<file path="src/rtl/u8v_pkg.sv">
`timescale 1ns / 1ps
// Shared types and constants for the UTF-8 stream validator.
// Used by u8v_decode and utf8_stream_validator; depends on nothing else.
package u8v_pkg;

  // Result field widths and packed stream widths
  localparam int OUT_W     = 32;
  localparam int VERDICT_W = 2;
  localparam int M_TDATA_W = 136;
  localparam int S_TDATA_W = 8;
  localparam int APB_AW    = 3;
  localparam int APB_DW    = 32;

  // Register word index, taken from paddr[2]
  localparam logic REG_MAX_BYTES = 1'b0;
  localparam logic [APB_DW-1:0] MAX_BYTES_RST = 32'd8388608;

  // Byte classes
  localparam logic [7:0] B_TAB      = 8'h09;
  localparam logic [7:0] B_LF       = 8'h0a;
  localparam logic [7:0] B_CR       = 8'h0d;
  localparam logic [7:0] B_SPACE    = 8'h20;
  localparam logic [7:0] B_DEL      = 8'h7f;
  localparam logic [7:0] B_CONT_LO  = 8'h80;
  localparam logic [7:0] B_CONT_HI  = 8'hbf;
  localparam logic [7:0] B_LEAD2_LO = 8'hc2;
  localparam logic [7:0] B_LEAD2_HI = 8'hdf;
  localparam logic [7:0] B_LEAD3_LO = 8'he0;
  localparam logic [7:0] B_LEAD3_SR = 8'hed;
  localparam logic [7:0] B_LEAD3_HI = 8'hef;
  localparam logic [7:0] B_LEAD4_LO = 8'hf0;
  localparam logic [7:0] B_LEAD4_HI = 8'hf4;
  localparam logic [7:0] B_A0       = 8'ha0;
  localparam logic [7:0] B_90       = 8'h90;

  typedef enum logic [VERDICT_W-1:0] {
    VERDICT_VALID     = 2'd0,
    VERDICT_INVALID   = 2'd1,
    VERDICT_TOO_LARGE = 2'd2
  } verdict_e;

  // Constraint on the first continuation byte of a sequence
  typedef enum logic [2:0] {
    RULE_NONE  = 3'd0,
    RULE_GE_A0 = 3'd1,
    RULE_LT_A0 = 3'd2,
    RULE_GE_90 = 3'd3,
    RULE_LT_90 = 3'd4
  } rule_e;

  typedef struct packed {
    logic [1:0] tails_left;
    rule_e      second_rule;
    logic       at_second;
  } dec_state_t;

  typedef struct packed {
    dec_state_t nxt;
    logic       err;        // encoding error on this byte
    logic       err_lead;   // error lies at this byte itself
    logic       seq_start;  // this byte opens a multibyte sequence
  } dec_result_t;

endpackage

</file>
<file path="src/rtl/u8v_decode.sv">
`timescale 1ns / 1ps
// One-byte step of the strict UTF-8 decoder: next sequence state and error flags.
// Depends on u8v_pkg.
module u8v_decode import u8v_pkg::*; (
  input  dec_state_t  cur_i,
  input  logic [7:0]  byte_i,
  output dec_result_t res_o
);

  logic second_ok;

  // Check the first continuation byte against the lead byte's rule
  always_comb begin
    case (cur_i.second_rule)
      RULE_GE_A0: second_ok = (byte_i >= B_A0);
      RULE_LT_A0: second_ok = (byte_i <  B_A0);
      RULE_GE_90: second_ok = (byte_i >= B_90);
      RULE_LT_90: second_ok = (byte_i <  B_90);
      default:    second_ok = 1'b1;
    endcase
  end

  // Classify lead bytes and advance through continuation bytes
  always_comb begin
    res_o.nxt       = cur_i;
    res_o.err       = 1'b0;
    res_o.err_lead  = 1'b0;
    res_o.seq_start = 1'b0;
    if (cur_i.tails_left == 2'd0) begin
      if (byte_i < B_CONT_LO) begin
        if ((byte_i < B_SPACE && byte_i != B_TAB && byte_i != B_LF && byte_i != B_CR) ||
            byte_i == B_DEL) begin
          res_o.err      = 1'b1;
          res_o.err_lead = 1'b1;
        end
      end else if (byte_i >= B_LEAD2_LO && byte_i <= B_LEAD2_HI) begin
        res_o.nxt.tails_left  = 2'd1;
        res_o.nxt.second_rule = RULE_NONE;
        res_o.nxt.at_second   = 1'b1;
        res_o.seq_start       = 1'b1;
      end else if (byte_i >= B_LEAD3_LO && byte_i <= B_LEAD3_HI) begin
        res_o.nxt.tails_left  = 2'd2;
        res_o.nxt.second_rule = (byte_i == B_LEAD3_LO) ? RULE_GE_A0 :
                                (byte_i == B_LEAD3_SR) ? RULE_LT_A0 : RULE_NONE;
        res_o.nxt.at_second   = 1'b1;
        res_o.seq_start       = 1'b1;
      end else if (byte_i >= B_LEAD4_LO && byte_i <= B_LEAD4_HI) begin
        res_o.nxt.tails_left  = 2'd3;
        res_o.nxt.second_rule = (byte_i == B_LEAD4_LO) ? RULE_GE_90 :
                                (byte_i == B_LEAD4_HI) ? RULE_LT_90 : RULE_NONE;
        res_o.nxt.at_second   = 1'b1;
        res_o.seq_start       = 1'b1;
      end else begin
        res_o.err      = 1'b1;
        res_o.err_lead = 1'b1;
      end
    end else begin
      if (byte_i < B_CONT_LO || byte_i > B_CONT_HI || (cur_i.at_second && !second_ok)) begin
        res_o.err            = 1'b1;
        res_o.nxt.tails_left = 2'd0;
      end else begin
        res_o.nxt.at_second  = 1'b0;
        res_o.nxt.tails_left = cur_i.tails_left - 2'd1;
      end
    end
  end

endmodule

</file>
<file path="src/rtl/utf8_stream_validator.sv">
`timescale 1ns / 1ps
// Strict UTF-8 document validator with byte and line counting.
// A last byte is held in the input register, then its verdict loads the result register.
// Throughput: one byte per cycle while no stalled result holds a last byte.
// A stalled result holds only the last byte of the next document; other bytes keep flowing.
// Reset clears all document state and sets max_bytes to 8388608.
module utf8_stream_validator import u8v_pkg::*; #(
  parameter int COUNT_BITS = 32
) (
  input  logic                 clk_i,
  input  logic                 rst_ni,
  // Byte stream
  input  logic                 s_axis_tvalid_i,
  output logic                 s_axis_tready_o,
  input  logic [S_TDATA_W-1:0] s_axis_tdata_i,   // [7:0] data_byte
  input  logic                 s_axis_tlast_i,   // last
  // Verdict stream
  output logic                 m_axis_tvalid_o,
  input  logic                 m_axis_tready_i,
  output logic [M_TDATA_W-1:0] m_axis_tdata_o,   // verdict, error_line, error_offset,
                                                 // line_count, byte_count, zero pad
  // Configuration
  input  logic                 psel,
  input  logic                 penable,
  input  logic                 pwrite,
  input  logic [APB_AW-1:0]    paddr,
  input  logic [APB_DW-1:0]    pwdata,
  output logic [APB_DW-1:0]    prdata,
  output logic                 pready
);

  localparam int CMP_W = (COUNT_BITS > OUT_W) ? COUNT_BITS : OUT_W;

  function automatic logic [COUNT_BITS-1:0] sat_inc(input logic [COUNT_BITS-1:0] v);
    sat_inc = (v == '1) ? v : v + COUNT_BITS'(1);
  endfunction

  function automatic logic [OUT_W-1:0] clamp_out(input logic [COUNT_BITS-1:0] v);
    logic [COUNT_BITS-1:0] hi;
    hi = v >> OUT_W;
    clamp_out = (hi != '0) ? '1 : OUT_W'(v);
  endfunction

  // Configuration register
  logic [APB_DW-1:0] max_bytes_q;

  assign pready = 1'b1;
  assign prdata = (paddr[2] == REG_MAX_BYTES) ? max_bytes_q : '0;

  always_ff @(posedge clk_i or negedge rst_ni) begin
    if (!rst_ni) begin
      max_bytes_q <= MAX_BYTES_RST;
    end else if (psel && penable && pwrite && pready && paddr[2] == REG_MAX_BYTES) begin
      max_bytes_q <= pwdata;
    end
  end

  // Input register and handshake
  logic       in_valid_q;
  logic [7:0] in_byte_q;
  logic       in_last_q;
  logic       out_valid_q;
  logic       advance;

  assign advance         = in_valid_q && (!in_last_q || !out_valid_q || m_axis_tready_i);
  assign s_axis_tready_o = !in_valid_q || advance;

  always_ff @(posedge clk_i or negedge rst_ni) begin
    if (!rst_ni) begin
      in_valid_q <= 1'b0;
    end else if (s_axis_tready_o) begin
      in_valid_q <= s_axis_tvalid_i;
    end
  end

  always_ff @(posedge clk_i) begin
    if (s_axis_tready_o && s_axis_tvalid_i) begin
      in_byte_q <= s_axis_tdata_i[7:0];
      in_last_q <= s_axis_tlast_i;
    end
  end

  // Document state
  dec_state_t            dec_q, dec_d;
  logic                  err_seen_q, err_seen_d;
  logic [COUNT_BITS-1:0] err_off_q, err_off_d;
  logic [COUNT_BITS-1:0] err_line_q, err_line_d;
  logic [COUNT_BITS-1:0] seq_start_q, seq_start_d;
  logic [COUNT_BITS-1:0] bytes_q, bytes_d;
  logic [COUNT_BITS-1:0] lines_q, lines_d;
  dec_result_t           dec_res;

  u8v_decode u_decode (
    .cur_i  (dec_q),
    .byte_i (in_byte_q),
    .res_o  (dec_res)
  );

  // Result register contents
  verdict_e         verdict_d;
  logic [OUT_W-1:0] res_line_d, res_off_d, res_lcount_d, res_bcount_d;
  logic             err_now;
  logic [COUNT_BITS-1:0] seq_next, bytes_next, lines_next, err_off_now, err_line_now;

  // Step the decoder and counters for the registered byte
  always_comb begin
    seq_next     = (!err_seen_q && dec_res.seq_start) ? bytes_q : seq_start_q;
    err_now      = !err_seen_q &&
                   (dec_res.err || (in_last_q && dec_res.nxt.tails_left != 2'd0));
    err_off_now  = dec_res.err_lead ? bytes_q : seq_next;
    err_line_now = sat_inc(lines_q);
    bytes_next   = sat_inc(bytes_q);
    lines_next   = (in_byte_q == B_LF) ? sat_inc(lines_q) : lines_q;

    // Form the verdict
    res_bcount_d = clamp_out(bytes_next);
    res_line_d   = '0;
    res_off_d    = '0;
    res_lcount_d = '0;
    if (CMP_W'(bytes_next) > CMP_W'(max_bytes_q)) begin
      verdict_d  = VERDICT_TOO_LARGE;
      res_line_d = OUT_W'(1);
    end else if (err_seen_q || err_now) begin
      verdict_d  = VERDICT_INVALID;
      res_line_d = err_seen_q ? clamp_out(err_line_q) : clamp_out(err_line_now);
      res_off_d  = err_seen_q ? clamp_out(err_off_q)  : clamp_out(err_off_now);
    end else begin
      verdict_d    = VERDICT_VALID;
      res_lcount_d = (in_byte_q != B_LF) ? clamp_out(sat_inc(lines_next))
                                         : clamp_out(lines_next);
    end

    // Next document state; clear after the last byte
    dec_d       = dec_q;
    err_seen_d  = err_seen_q;
    err_off_d   = err_off_q;
    err_line_d  = err_line_q;
    seq_start_d = seq_start_q;
    bytes_d     = bytes_q;
    lines_d     = lines_q;
    if (advance) begin
      if (in_last_q) begin
        dec_d       = '{tails_left: 2'd0, second_rule: RULE_NONE, at_second: 1'b0};
        err_seen_d  = 1'b0;
        err_off_d   = '0;
        err_line_d  = '0;
        seq_start_d = '0;
        bytes_d     = '0;
        lines_d     = '0;
      end else begin
        if (!err_seen_q) begin
          dec_d = dec_res.nxt;
        end
        if (err_now) begin
          err_seen_d = 1'b1;
          err_off_d  = err_off_now;
          err_line_d = err_line_now;
        end
        seq_start_d = seq_next;
        bytes_d     = bytes_next;
        lines_d     = lines_next;
      end
    end
  end

  always_ff @(posedge clk_i or negedge rst_ni) begin
    if (!rst_ni) begin
      dec_q       <= '{tails_left: 2'd0, second_rule: RULE_NONE, at_second: 1'b0};
      err_seen_q  <= 1'b0;
      err_off_q   <= '0;
      err_line_q  <= '0;
      seq_start_q <= '0;
      bytes_q     <= '0;
      lines_q     <= '0;
    end else begin
      dec_q       <= dec_d;
      err_seen_q  <= err_seen_d;
      err_off_q   <= err_off_d;
      err_line_q  <= err_line_d;
      seq_start_q <= seq_start_d;
      bytes_q     <= bytes_d;
      lines_q     <= lines_d;
    end
  end

  // Result register: load on the last byte, drop when taken
  logic [M_TDATA_W-1:0] out_data_q;

  always_ff @(posedge clk_i or negedge rst_ni) begin
    if (!rst_ni) begin
      out_valid_q <= 1'b0;
    end else if (advance && in_last_q) begin
      out_valid_q <= 1'b1;
    end else if (m_axis_tready_i) begin
      out_valid_q <= 1'b0;
    end
  end

  always_ff @(posedge clk_i) begin
    if (advance && in_last_q) begin
      out_data_q <= {6'b0, res_bcount_d, res_lcount_d, res_off_d, res_line_d, verdict_d};
    end
  end

  assign m_axis_tvalid_o = out_valid_q;
  assign m_axis_tdata_o  = out_data_q;

endmodule

</file>
<file path="config.mk">
export PLATFORM = sky130hd
export DESIGN_NAME = utf8_stream_validator
export DESIGN_NICKNAME = d
export VERILOG_FILES = /design/src/rtl/u8v_pkg.sv /design/src/rtl/u8v_decode.sv /design/src/rtl/utf8_stream_validator.sv
export SDC_FILE = /design/constraint.sdc
export NUM_CORES = 1
export LEC_CHECK = 0
export ABC_AREA = 1
export ABC_CLOCK_PERIOD_IN_PS = 10300
export BUFFER_PORTS_ARGS = -buffer_cell sky130_fd_sc_hd__buf_2
export CORE_UTILIZATION = 50
export CTS_CLUSTER_SIZE = 24
export DETAILED_ROUTE_END_ITERATION = 7
export GPL_TIMING_DRIVEN = 0
export PLACE_DENSITY = 0.66
export SYNTH_ARGS = -nofsm -noshare
export SYNTH_HDL_FRONTEND = slang
export SYNTH_HIERARCHICAL = 1
export SYNTH_SLANG_ARGS = --single-unit
export TNS_END_PERCENT = 50
</file>
<file path="constraint.sdc">
create_clock -name clk_i -period 10.3 [get_ports clk_i]
set_clock_uncertainty 0.15 [all_clocks]
set_input_delay 2.06 -clock clk_i [delete_from_list [all_inputs] [get_ports clk_i]]
set_output_delay 2.06 -clock clk_i [all_outputs]
set_load 0.01 [all_outputs]
</file>
# Yosys cells after proc, flatten, opt, wreduce, memory -nomap -nowiden
# Index checks and enable logic that the tools add are counted.
[word_totals] regBits=340 input_bits=51 output_inout_bits=171 word_cells=150
[op_classes] n_addsub=4 n_lt_le_gt_ge=14 eq_ne=21 muxes=50 bitwise=2 reduce_logical=41
[ops] op="2-to-1 mux 32 bit" count=17
[ops] op="adder 32 x 1 -> 32 bit, second input constant" count=3
[ops] op="== test 32 bit, second input constant" count=3
[ops] op="greater-or-equal comparator 8 bit, second input constant" count=5
[ops] op="2-to-1 mux 6 bit" count=6
[ops] op="== test 8 bit, second input constant" count=4
[ops] op="greater-than comparator 32 bit" count=1
[ops] op="<= comparator 8 bit, second input constant" count=3
[ops] op="less-than comparator 8 bit, second input constant" count=3
[ops] op="!= test 8 x 4 -> 1 bit, second input constant" count=3
[ops] op="2-to-1 mux 2 bit" count=10
[ops] op="logical AND 1 bit" count=16
[ops] op="2-to-1 mux 1 bit" count=12
[ops] op="2-to-1 mux 3 bit" count=4
[ops] op="AND reduction 5 bit" count=2
[ops] op="== test 8 x 4 -> 1 bit, second input constant" count=1
[ops] op="== test 8 x 7 -> 1 bit, second input constant" count=1
[ops] op="greater-than comparator 8 bit, second input constant" count=1
[ops] op="logical OR 1 bit" count=8
[ops] op="less-than comparator 8 x 6 -> 1 bit, second input constant" count=1
[ops] op="nonzero test 2 bit" count=4
[ops] op="== test 3 x 2 -> 1 bit, second input constant" count=2
[ops] op="zero test 1 bit" count=5
[ops] op="!= test 5 bit, second input constant" count=1
[ops] op="other kinds (12)" count=16

# Longest topological paths before layout
[depth] ltp_word=15 depth_mapped=25 ltp_nobuf=24

# Hierarchy
# The synthesis kept the hierarchy.
[modules_own_cells] module="utf8_stream_validator" instances=1 cells_each=2277 area_per_inst_um2=18494.0 seq_area_each_um2=9205.1
[modules_own_cells] module="u8v_decode" instances=1 cells_each=101 area_per_inst_um2=489.2 seq_area_each_um2=0.0

# Worst setup path after synthesis
# OpenSTA, ideal clock, no wires.
[synth_path] path_kind="in2reg" startpoint="input m_axis_tready_i" endpoint="register out_data_q[0], in the netlist m_axis_tdata_o[0], enable pin" setup_ns=0.483 arrival_ns=4.932 required_ns=9.667 slack_ns=4.735 path_stages=6 n_path_buf=0 cell_sequence="nor2_1 nand2_1 nand2_1 inv_2 nand2_1 inv_1"
[synth_between] elab_chain_cells=3
[synth_rtl] element="from (decl)" line="utf8_stream_validator.sv:19" text="input logic m_axis_tready_i,"
[synth_rtl] element="logical OR 1 bit" line="utf8_stream_validator.sv:65" text="assign advance = in_valid_q && (!in_last_q || !out_valid_q || m_axis_tready_i);"
[synth_rtl] element="logical AND 1 bit" line="utf8_stream_validator.sv:65"
[synth_rtl] element="logical AND 1 bit" line="utf8_stream_validator.sv:200" text="if (advance && in_last_q) begin"
[synth_rtl] element="to (signal assigned)" line="utf8_stream_validator.sv:201" text="out_data_q <= {6'b0, res_bcount_d, res_lcount_d, res_off_d, res_line_d, verdict_d};"
[synth_rtl] element="to (decl)" line="utf8_stream_validator.sv:187" text="logic [M_TDATA_W-1:0] out_data_q;"
# No other way between the ends.
# A chain may end at the register's enable or synchronous reset.

# Worst setup path in the final report
[layout_path] startpoint="register bytes_q[0]" endpoint="register out_data_q[94], in the netlist m_axis_tdata_o[94] (data pin)"
[layout_between] elab_chain_cells=4 word_cells_on_any_way=5 cone_classes="add/sub: 1; order compare: 1; eq/ne: 1; mux: 1; reduce/logical: 1"
[layout_rtl] element="from (decl)" line="utf8_stream_validator.sv:89" text="logic [COUNT_BITS-1:0] bytes_q, bytes_d;"
[layout_rtl] element="from (signal assigned)" line="utf8_stream_validator.sv:181" text="bytes_q <= bytes_d;"
[layout_rtl] element="adder 32 x 1 -> 32 bit or == test 32 bit (tied branches)" line="utf8_stream_validator.sv:35" text="sat_inc = (v == '1) ? v : v + COUNT_BITS'(1);"
[layout_rtl] element="2-to-1 mux 32 bit *" line="utf8_stream_validator.sv:35"
[layout_rtl] element="net bytes_next[30]" line="utf8_stream_validator.sv:103" text="logic [COUNT_BITS-1:0] seq_next, bytes_next, lines_next, err_off_now, err_line_now;"
[layout_rtl] element="greater-than comparator 32 bit *" line="utf8_stream_validator.sv:120" text="if (CMP_W'(bytes_next) > CMP_W'(max_bytes_q)) begin"
[layout_rtl] element="OR reduction 2 bit (no line) *"
# The timed path passes the listed nets; every way through them passes the cells marked *.

==> results.cfg <==
[cells_and_area]
area_growth_pct = 16.2
n_antenna_cell = 0
final_area_um2 = 22100
fin_nets = 2725
instances_no_fill = 3180
drive_above_1_share_pct = 15.5
post-route-util_pct = 58.9

[routing]
dr.pass1.iters = 8
drc = 0
drt_iter0_drc = 1274
via_per_inst = 5.40
vias = 17158
wl_per_cell_um = 17.8
drtAntennaViolNets = 0
wl_um = 56500

[cts]
cts-resized-gates = 0
cts_root_buf = clkbuf_16
clk_pin_slew_ns = 0.06
hold_buffers = 0
cts_tree = built
cts_setup_buffers = 0
clockBufferDepth = 3
cts_inserted_buffers = 40
cts.sinks = 340
cts.htree.levels = 2
clock_latency_ns = 0.58

[placed_design]
placed_area_um2 = 20800
globalplace.congestion = 0.953
io_buffers = 211
hpwl_um = 42300
dpl.cell_count = 3107

[setup_path]
cp_max_fo = 10
path_class = reg2reg
worstSetupStartpoint = bytes_q[0]
critPathMostFrequentCell = nand3_1
cp.required_ns = 10.57
timing.rr.start = bytes_q[0]
max_stage_delay_ns = 0.58
cp.arrival_ns = 6.53
crit_path_end_kind = flip-flop
startpoint_type = flip-flop
path_cells = ha_1 > nand3_1 > nor3_1 > nand4_1 > nor2_1 > nand3_1 > nand4_1 > nor3_1 > xor2_1 > ha_1 > nand2_1 > inv_1 > nand3_1 > nor3_1 > nor4b_1 > nand3_1 > nand2_1 > inv_1 > nor2_1 > clkbuf_1 > nand2_1 > nor2_1
worst_path_max_delay_cell = nor2_1

[power_and_ir_drop]
peakVddDrop_uv = 121
cellLeakagePower_nw = 9.84
powerDensity_nw_per_um2 = 179

[global_route]
grt_antenna_before_repair = 0
grtUsageMet3_pct = 3.85
top_usage_layer = met2
grt_pass1_vias = 16331
met2_usage_pct = 50.2
grt_max_degree = 104
gr-total-overflow = 0
use_met1_pct = 38.0
grt_usage_pct = 29.5
grt_pass1_wl_um = 88600

[hold_path]
min_from = max_bytes_q[9]
min_path_type = reg2reg

[die]
coreArea_um2 = 37500
row_count = 71
die_w_um = 197
io_pins = 222
die_y_um = 197
initial_core_util_pct = 50.6
die_area_um2 = 38700

[yosys]
ys_types = 46
syn-instance-count = 2378
synth_flop_cell = dfrtp_1
synth_area_per_cell_um2 = 7.98
synth_edf_count = 139
synth-seq-cells = 340
yosysSeqAreaShare_pct = 48.5
syn_area_um2 = 19000
synthArstFlopShare_pct = 59.1
ys_warn_count = 6

[timing]
tns_ns = 0
fmax_ghz = 0.160
rsz0062_at_grt = no
slew_headroom_pct = 40.9
fin_crit_sh_pct = 60.8
finalHoldViolCount = 0
finalMaxSlewViolations = 0
worst_pin_slew_ns = 0.886
period_needed_ns = 6.26
finalSetupViolations = 0

[outcome]
status = finished clean

[job]
maxCapViolCount = 0
==> worst max-delay path: cells and delay by family (launching register included) <==
family                     cells  cell delay, ns
DFF                            1            0.45
and+or+nand+nor               16            4.14
buffers and inverters          3            0.59
xor gates and xnor gates       1            0.35
adders and majority gates      2            0.42
==> cell type report <==
cell class / instances / area, um2
Fill cell: 3479 / 15400
Clock inverter: 26 / 251
Multi-Input combinational cell: 1610 / 8070
Inverter: 317 / 1190
Buffer: 116 / 541
Tap cell: 511 / 639
Sequential cell: 340 / 9210
Timing Repair Buffer: 213 / 1120
Clock buffer: 47 / 1050
==> through the flow <==
step           hold slack (ns)  power (W)  setup slack (ns)
2_1_floorplan            0.327    0.00222              4.73
3_3_place_gp             0.361    0.00253              3.28
3_5_place_dp             0.373    0.00255              4.04
4_1_cts                  0.386    0.00397              4.01
5_1_grt                  0.407    0.00414              3.64
6_report                 0.380    0.00395              4.04
==> per-layer routing <==
metal  vias to the layer above  part of all wire [%]  routed length, um
met3                       111                   6.5               3660
met2                       656                    48              27400
li1                       8313                     -                  -
met5                         -                     0                  0
met4                         0                   3.7               2080
met1                      8078                    41              23400
==> state kept, by name (all words and copies together), names as in the netlist <==
name,flops
m_axis_tdata_o,130
bytes_q,32
err_line_q,32
err_off_q,32
lines_q,32
max_bytes_q,32
seq_start_q,32
in_byte_q,8
dec_q,6
err_seen_q,1
in_last_q,1
in_valid_q,1
m_axis_tvalid_o,1
==> cell usage in the layout (no fill, tap or decap), drive strengths merged <==
master / instances
or2: 3
inv: 315
a22o: 1
a21oi: 114
o211ai: 3
edfxtp: 139
and2: 2
conb: 7
clkinvlp: 4
xnor2: 2
nand3b: 3
o22ai: 73
dfstp: 1
a21boi: 1
o31ai: 1
o21ai: 184
dfrtp: 200
a211oi: 34
nand2: 584
nand3: 199
clkinv: 21
nor3: 20
nand4: 25
ha: 36
nor4: 3
nor2: 281
bufinv: 3
xor2: 32
buf: 247
nor4b: 1
clkbuf: 129
o21a: 1
==> final timing paths <==
kind	end	slack [ns]	cells past startpoint
hold / removal	max_bytes_q[9]	0.38	2
setup / recovery	m_axis_tdata_o[94]	4.04	22
min in group asynchronous	dec_q[2]	1.38	1
hold reg to reg	max_bytes_q[9]	0.38	2
setup reg to reg	m_axis_tdata_o[94]	4.04	22
max in group asynchronous	err_off_q[27]	7.58	2
==> report_power, final <==
group	total, W	internal [W]	switching (W)
clock network	0.00142	0.000813	0.000603
registers	0.00162	0.00157	0.0000467
logic	0.000920	0.000256	0.000664
==> synthesized netlist by cell type (all sizes together), types with 25 or more instances <==
library cell / count / area, um2
inv: 311 / 1170
nand2: 584 / 2300
nand4: 25 / 156
xor2: 32 / 280
buf: 34 / 233
clkbuf: 82 / 308
nand3: 199 / 1160
a21oi: 114 / 574
nor2: 281 / 1200
a211oi: 34 / 255
o22ai: 73 / 457
dfrtp: 200 / 5000
ha: 36 / 450
edfxtp: 139 / 4170
o21ai: 184 / 932
==> cells by family after synthesis <==
group	Yosys count	share of synthesized area, %
and+or+nand+nor	1121	26.4
AOI/OAI and AO/OA	412	12.0
DFF	340	48.5
buffers and inverters	433	9.12
other	2	0.0396
adders and majority gates	36	2.37
xor gates and xnor gates	34	1.57
Power figures use the tool's default switching activity.
